==> src/rtl/spq_pkg.sv <==
`default_nettype none
// ----------------------------------------------------------------------------
// spq_pkg
// Shared types and constants of the sorted priority queue.
// ----------------------------------------------------------------------------
package spq_pkg;

	localparam int QUEUE_DEPTH   = 16;
	localparam int ID_BITS       = 8;
	localparam int PRI_BITS      = 32;
	localparam int CNT_BITS      = $clog2(QUEUE_DEPTH + 1);
	localparam int FIFO_DEPTH    = 2;
	localparam int FIFO_PTR_BITS = $clog2(FIFO_DEPTH);
	localparam int FIFO_CNT_BITS = $clog2(FIFO_DEPTH + 1);

	typedef enum logic {
		OP_INSERT = 1'b0,
		OP_QUERY  = 1'b1
	} opcode_t;

	// request transaction
	typedef struct packed {
		opcode_t               opcode;
		logic [ID_BITS-1:0]    requester_id;
		logic [PRI_BITS-1:0]   priority_req;
	} req_t;

	// response transaction
	typedef struct packed {
		logic                  present;
		logic                  dropped;
		logic [ID_BITS-1:0]    head_id;
		logic [PRI_BITS-1:0]   head_priority;
		logic [CNT_BITS-1:0]   entry_count;
	} rsp_t;

	// classified command passed from front to back
	typedef struct packed {
		logic                  is_insert;
		logic [ID_BITS-1:0]    id;
		logic [PRI_BITS-1:0]   pri;
	} cmd_t;

endpackage : spq_pkg
`default_nettype wire

==> src/rtl/sorted_priority_queue_top.sv <==
`default_nettype none
// ----------------------------------------------------------------------------
// sorted_priority_queue_top
// Path from request accept to response valid: the command buffer, then the
// compare and shift insert in the entry row into the response register.
// Throughput: one transaction per cycle while the response does not stall.
// Reset: async active low; clears counts, pointers and response valid only.
// ----------------------------------------------------------------------------
module sorted_priority_queue_top
	import spq_pkg::*;
(
	input  wire logic clk,
	input  wire logic arst_n,
	input  wire logic req_valid,
	output logic      req_stall,
	input  wire req_t req,
	output logic      rsp_valid,
	input  wire logic rsp_stall,
	output rsp_t      rsp
);

	logic cmd_valid;
	logic cmd_take;
	cmd_t cmd;

	// front end: accept and classify
	spq_front u_front (
		.clk       (clk),
		.arst_n    (arst_n),
		.req_valid (req_valid),
		.req_stall (req_stall),
		.req       (req),
		.cmd_valid (cmd_valid),
		.cmd_take  (cmd_take),
		.cmd       (cmd)
	);

	// back end: sorted row and response
	spq_back u_back (
		.clk       (clk),
		.arst_n    (arst_n),
		.cmd_valid (cmd_valid),
		.cmd_take  (cmd_take),
		.cmd       (cmd),
		.rsp_valid (rsp_valid),
		.rsp_stall (rsp_stall),
		.rsp       (rsp)
	);

endmodule : sorted_priority_queue_top
`default_nettype wire

==> src/rtl/spq_front.sv <==
`default_nettype none
// ----------------------------------------------------------------------------
// spq_front
// Accepts request transactions, classifies them and queues the commands
// in a two-entry buffer for the back end.
// ----------------------------------------------------------------------------
module spq_front
	import spq_pkg::*;
(
	input  wire logic clk,
	input  wire logic arst_n,
	input  wire logic req_valid,
	output logic      req_stall,
	input  wire req_t req,
	output logic      cmd_valid,
	input  wire logic cmd_take,
	output cmd_t      cmd
);

	cmd_t                     mem_q [FIFO_DEPTH];
	logic [FIFO_PTR_BITS-1:0] wr_ptr_q;
	logic [FIFO_PTR_BITS-1:0] rd_ptr_q;
	logic [FIFO_CNT_BITS-1:0] count_q;
	logic                     push;
	logic                     pop;
	cmd_t                     new_cmd;

	// handshake and classification
	assign req_stall = (count_q == FIFO_CNT_BITS'(FIFO_DEPTH));
	assign push      = req_valid && !req_stall;
	assign cmd_valid = (count_q != '0);
	assign pop       = cmd_valid && cmd_take;
	assign cmd       = mem_q[rd_ptr_q];

	always_comb begin
		new_cmd.is_insert = (req.opcode == OP_INSERT);
		new_cmd.id        = req.requester_id;
		new_cmd.pri       = req.priority_req;
	end

	// command storage
	always_ff @(posedge clk) begin
		if (push) begin
			mem_q[wr_ptr_q] <= new_cmd;
		end
	end

	// pointers and fill level
	always_ff @(posedge clk or negedge arst_n) begin
		if (!arst_n) begin
			wr_ptr_q <= '0;
			rd_ptr_q <= '0;
			count_q  <= '0;
		end else begin
			if (push) begin
				wr_ptr_q <= (wr_ptr_q == FIFO_PTR_BITS'(FIFO_DEPTH - 1)) ? '0 : wr_ptr_q + 1'b1;
			end
			if (pop) begin
				rd_ptr_q <= (rd_ptr_q == FIFO_PTR_BITS'(FIFO_DEPTH - 1)) ? '0 : rd_ptr_q + 1'b1;
			end
			if (push && !pop) begin
				count_q <= count_q + 1'b1;
			end else if (pop && !push) begin
				count_q <= count_q - 1'b1;
			end
		end
	end

endmodule : spq_front
`default_nettype wire

==> src/rtl/spq_back.sv <==
`default_nettype none
// ----------------------------------------------------------------------------
// spq_back
// Sorted entry row with parallel compare and shift insert, presence
// search, and the response register.
// ----------------------------------------------------------------------------
module spq_back
	import spq_pkg::*;
(
	input  wire logic clk,
	input  wire logic arst_n,
	input  wire logic cmd_valid,
	output logic      cmd_take,
	input  wire cmd_t cmd,
	output logic      rsp_valid,
	input  wire logic rsp_stall,
	output rsp_t      rsp
);

	logic [ID_BITS-1:0]  ids_q  [QUEUE_DEPTH];
	logic [PRI_BITS-1:0] pris_q [QUEUE_DEPTH];
	logic [CNT_BITS-1:0] fill_q;
	logic                rsp_valid_q;
	rsp_t                rsp_q;

	logic [QUEUE_DEPTH-1:0] le;
	logic [QUEUE_DEPTH-1:0] ins_here;
	logic [QUEUE_DEPTH-1:0] hit;
	logic [ID_BITS-1:0]     ids_d  [QUEUE_DEPTH];
	logic [PRI_BITS-1:0]    pris_d [QUEUE_DEPTH];
	logic [CNT_BITS-1:0]    fill_d;
	logic                   full;
	logic                   do_ins;
	rsp_t                   rsp_d;

	// take a command when the response slot is free or being emptied
	assign cmd_take  = cmd_valid && (!rsp_valid_q || !rsp_stall);
	assign rsp_valid = rsp_valid_q;
	assign rsp       = rsp_q;

	// per-cell compares against the incoming command
	always_comb begin
		for (int i = 0; i < QUEUE_DEPTH; i++) begin
			le[i]  = (CNT_BITS'(i) < fill_q) && (pris_q[i] <= cmd.pri);
			hit[i] = (CNT_BITS'(i) < fill_q) && (ids_q[i] == cmd.id);
		end
		ins_here[0] = !le[0];
		for (int i = 1; i < QUEUE_DEPTH; i++) begin
			ins_here[i] = !le[i] && le[i-1];
		end
	end

	assign full   = (fill_q == CNT_BITS'(QUEUE_DEPTH));
	assign do_ins = cmd.is_insert && !full;
	assign fill_d = do_ins ? fill_q + 1'b1 : fill_q;

	// next contents of the row: keep, insert here, or shift up one
	always_comb begin
		ids_d[0]  = ids_q[0];
		pris_d[0] = pris_q[0];
		if (do_ins && ins_here[0]) begin
			ids_d[0]  = cmd.id;
			pris_d[0] = cmd.pri;
		end
		for (int i = 1; i < QUEUE_DEPTH; i++) begin
			ids_d[i]  = ids_q[i];
			pris_d[i] = pris_q[i];
			if (do_ins && !le[i]) begin
				if (ins_here[i]) begin
					ids_d[i]  = cmd.id;
					pris_d[i] = cmd.pri;
				end else begin
					ids_d[i]  = ids_q[i-1];
					pris_d[i] = pris_q[i-1];
				end
			end
		end
	end

	// response contents
	always_comb begin
		rsp_d.present       = |hit;
		rsp_d.dropped       = cmd.is_insert && full;
		rsp_d.entry_count   = fill_d;
		rsp_d.head_id       = '0;
		rsp_d.head_priority = '0;
		if (fill_d != '0) begin
			rsp_d.head_id       = ids_d[0];
			rsp_d.head_priority = pris_d[0];
		end
	end

	// entry row, no reset: cells at or above the fill count never affect a result
	always_ff @(posedge clk) begin
		if (cmd_take) begin
			for (int i = 0; i < QUEUE_DEPTH; i++) begin
				ids_q[i]  <= ids_d[i];
				pris_q[i] <= pris_d[i];
			end
		end
	end

	// response payload
	always_ff @(posedge clk) begin
		if (cmd_take) begin
			rsp_q <= rsp_d;
		end
	end

	// fill count and response valid
	always_ff @(posedge clk or negedge arst_n) begin
		if (!arst_n) begin
			fill_q      <= '0;
			rsp_valid_q <= 1'b0;
		end else begin
			if (cmd_take) begin
				fill_q <= fill_d;
			end
			if (cmd_take) begin
				rsp_valid_q <= 1'b1;
			end else if (!rsp_stall) begin
				rsp_valid_q <= 1'b0;
			end
		end
	end

endmodule : spq_back
`default_nettype wire

==> config.mk <==
export PLATFORM = sky130hd
export DESIGN_NAME = sorted_priority_queue_top
export DESIGN_NICKNAME = d
export VERILOG_FILES = /design/src/rtl/spq_pkg.sv /design/src/rtl/sorted_priority_queue_top.sv /design/src/rtl/spq_front.sv /design/src/rtl/spq_back.sv
export SDC_FILE = /design/constraint.sdc
export NUM_CORES = 2
export LEC_CHECK = 0
export ABC_AREA = 1
export ABC_CLOCK_PERIOD_IN_PS = 7850
export BUFFER_PORTS_ARGS = -buffer_cell sky130_fd_sc_hd__buf_4
export CAP_MARGIN = 40
export CORE_UTILIZATION = 37
export CTS_BUF_LIST = sky130_fd_sc_hd__clkbuf_16
export DETAILED_ROUTE_END_ITERATION = 8
export PLACE_DENSITY = 0.6
export RECOVER_POWER = 50
export SLEW_MARGIN = 20
export SYNTH_ARGS = -nofsm -noshare
export SYNTH_HDL_FRONTEND = slang
export SYNTH_HIERARCHICAL = 1
export SYNTH_SLANG_ARGS = --single-unit
==> constraint.sdc <==
create_clock -name clk -period 7.85 [get_ports clk]
set_input_delay 1.57 -clock clk [delete_from_list [all_inputs] [get_ports clk]]
set_output_delay 1.57 -clock clk [all_outputs]
set_load 0.02 [all_outputs]
==> results.yml <==
status:
  outcome: "finished with violations"
  failed_checks: "capacitance limit, slew limit"
route:
  drt_wl_total_um: 122000
  via_count: 36117
  detail-route-antenna-nets: 0
  route.detailed.drc: 0
  firstDrtPassIters: 5
  vias_per_cell: 5.19
  wl_per_cell_um: 17.6
  drtIter0Drc: 2487
sta:
  finalSetupViolCount: 0
  rsz0062_at_grt: "no"
  skew_ns: 0.0277
  fin_crit_sh_pct: 81.6
  hold_violations: 0
  post-route-min-period_ns: 6.41
  fmax_ghz: 0.156
  drv_slew: 242
  fin_tns_setup_ns: 0
  tightest_slew_ns: 3.10
  relSlewSlack_pct: -107
global_routing:
  grt.total_usage_pct: 19.0
  antenna_found_initial: 2
  gr-total-overflow: 0
  grt_pass1_vias: 35487
  grt_pass1_wl_um: 193000
  grt_max_degree: 81
final_layout:
  final_common_cell: "nand2_1"
  drive_above_1_share_pct: 5.73
  final_cell_mix: "1851 x nand2_1, 769 x edfxtp_1, 629 x nand3_1, 515 x ha_1, 262 x a21oi_1"
  nFillCells: 12321
  syn2layout_area_growth_pct: 11.5
  nets: 5792
synthesis:
  synthesis.area_sq_um: 47100
  synth.avg_cell_area_sq_um: 9.08
  synth_edf_count: 769
  syn_nets: 5743
  synthTopCellsByArea: "edfxtp_1 49%, nand2_1 15%, ha_1 14%"
  synth-seq-area-share_pct: 49.6
  synth.largest_area_cell: "edfxtp_1"
  ys_seq_elements: 779
  synthCells: 5183
  yosysTopAreaCellShare_pct: 49.0
  ys_async_sr_fraction_pct: 1.28
  ys_warn_count: 6
  synth_top_flop_cell: "edfxtp_1"
  yosys.cell_types.count: 45
critical_path:
  end_kind: "flip-flop"
  worstSetupPathType: "reg -> reg"
  crit_fanout: 42
  crit_required_ns: 8.22
  cp.arrival_ns: 6.77
  r2r_setup_slack_ns: 1.44
  timing.rr.end: "u_back/ids_q[1][5]"
  critPathLaunchType: "flip-flop"
  r2r_cells: 15
  critPathMaxStageDelay_ns: 1.28
  slowest_stage: "nor2_1"
  crit_chain: "inv_4 -> nand2_1 -> nand2_1 -> inv_1 -> clkbuf_1 -> ha_1 -> nand2_1 -> nor2_1 -> nand4_1 -> nor4_1 -> nand2_1 -> nand2_1 -> a21boi_0 -> nor2_1 -> buf_16"
  cp_common_cell: "nand2_1"
  timing.rr.start: "u_front/rd_ptr_q"
clock_network:
  cts_made_buffers: 91
  path_clk_slew_ns: 0.06
  holdBufCountCts: 0
  postCtsSetupBuffers: 0
  clockBufferDepth: 3
  insertion_delay_ns: 0.67
  cts_sinks: 779
  cts_root_buffer: "clkbuf_16"
  tritoncts: "done"
  cts_resized: 0
  htreeDepth: 3
die:
  start_util_pct: 37.4
  fp.dieArea_sq_um: 129000
  core_area_sq_um: 126000
  fp.dieW_um: 359
  die_h_um: 359
  ioPinCount: 94
  row_count: 130
min_path:
  hold_path_class: "reg -> reg"
  hold_path_depth: 2
  min_from: "u_front/wr_ptr_q"
  min_to: "u_front/wr_ptr_q"
placed_design:
  port_buffers: 93
  hpwlAfterDp_um: 93400
  place_congestion: 0.871
job:
  max_cap_violations: 7
worst max-delay path by stage:
stage / startpoint / to / cells past startpoint
floorplan: u_front/rd_ptr_q / u_back/ids_q[1][48] / 18
global placement: u_front/rd_ptr_q / u_back/pris_q[0][173] / 18
detailed placement: u_front/rd_ptr_q / u_back/pris_q[1][238] / 18
CTS: u_front/rd_ptr_q / u_back/pris_q[1][238] / 18
global route: u_front/rd_ptr_q / u_back/pris_q[1][141] / 18
finish: u_front/rd_ptr_q / u_back/ids_q[1][5] / 15
cells by family after synthesis:
family	Yosys count	share of synthesized area, %
AOI/OAI and AO/OA	460	5.36
xor gates and xnor gates	95	1.77
DFF	779	49.6
buffers and inverters	508	4.46
adders and majority gates	515	13.7
and+or+nand+nor	2826	25.1
cells in the mapped netlist, types with 2 or more instances:
| cell | number |
|---|---|
| a211oi_1 | 2 |
| a21boi_2 | 2 |
| a21oi_1 | 260 |
| a21oi_2 | 6 |
| a221oi_1 | 3 |
| buf_1 | 23 |
| buf_2 | 82 |
| buf_4 | 5 |
| buf_6 | 9 |
| clkbuf_1 | 143 |
| clkinv_1 | 4 |
| dfrtp_1 | 10 |
| edfxtp_1 | 769 |
| ha_1 | 515 |
| inv_1 | 230 |
| inv_2 | 11 |
| nand2_1 | 1850 |
| nand2_2 | 4 |
| nand3_1 | 629 |
| nand3b_1 | 7 |
| nand4_1 | 70 |
| nor2_1 | 189 |
| nor2_2 | 2 |
| nor2_4 | 2 |
| nor3_1 | 30 |
| nor3b_1 | 2 |
| nor4_1 | 15 |
| nor4_2 | 7 |
| o211ai_1 | 15 |
| o21a_1 | 30 |
| o21ai_0 | 101 |
| o21ai_1 | 16 |
| o21bai_1 | 18 |
| o22ai_1 | 4 |
| or2_2 | 15 |
| xnor2_1 | 30 |
| xor2_1 | 65 |
routing by layer:
layer	vias up	track usage (%)	part of all wire, %	wire (um)
li1	17944	-	-	-
met1	17168	24.6	44	54000
met2	827	32.7	48	58900
met3	178	2.50	4.9	6040
met4	0	5.76	2.8	3390
met5	-	0	0	0
registers in the layout, indices dropped and copies added, names as in the netlist:
signal and cells:
u_front/mem_q 82, u_back/fill_q 5, u_back/pris_q 512, u_front/wr_ptr_q 1
u_front/count_q 2, u_back/rsp 47, u_back/rsp_valid 1, u_back/ids_q 128
u_front/rd_ptr_q 1
per-stage QoR:
stage	util, %	cells	area (sq um)	worst slack [ns]	hold WS [ns]
6_report	41.7	6958	52500	1.44	0.480
5_1_grt	41.7	6957	52500	0.991	0.530
2_1_floorplan	-	5183	47100	3.22	0.442
4_1_cts	42.1	6953	53000	2.12	0.481
3_5_place_dp	39.7	6785	50000	2.16	0.466
3_3_place_gp	39.4	6767	49600	2.08	0.454
worst max-delay path: cells and delay by family (launching register included):
kind,cells,cell delay [ns]
AOI/OAI and AO/OA,1,0.11
adders and majority gates,1,0.25
buffers and inverters,4,1.82
DFF,1,1.05
and+or+nand+nor,9,2.84
area by class of cell:
class	instances	area, sq um	share of cell area [%]
clock inverter	75	644	1.23
sequential	779	23300	44.5
timing repair buffer	218	1490	2.83
multi-input combinational	3896	21700	41.3
clock buffer	93	2330	4.43
tap	1650	2060	3.93
inverter	246	927	1.77
antenna	1	2.50	0.00477
Power is not shown: default switching activity piles up to over one toggle a cycle in this logic, so the estimate is an artifact.
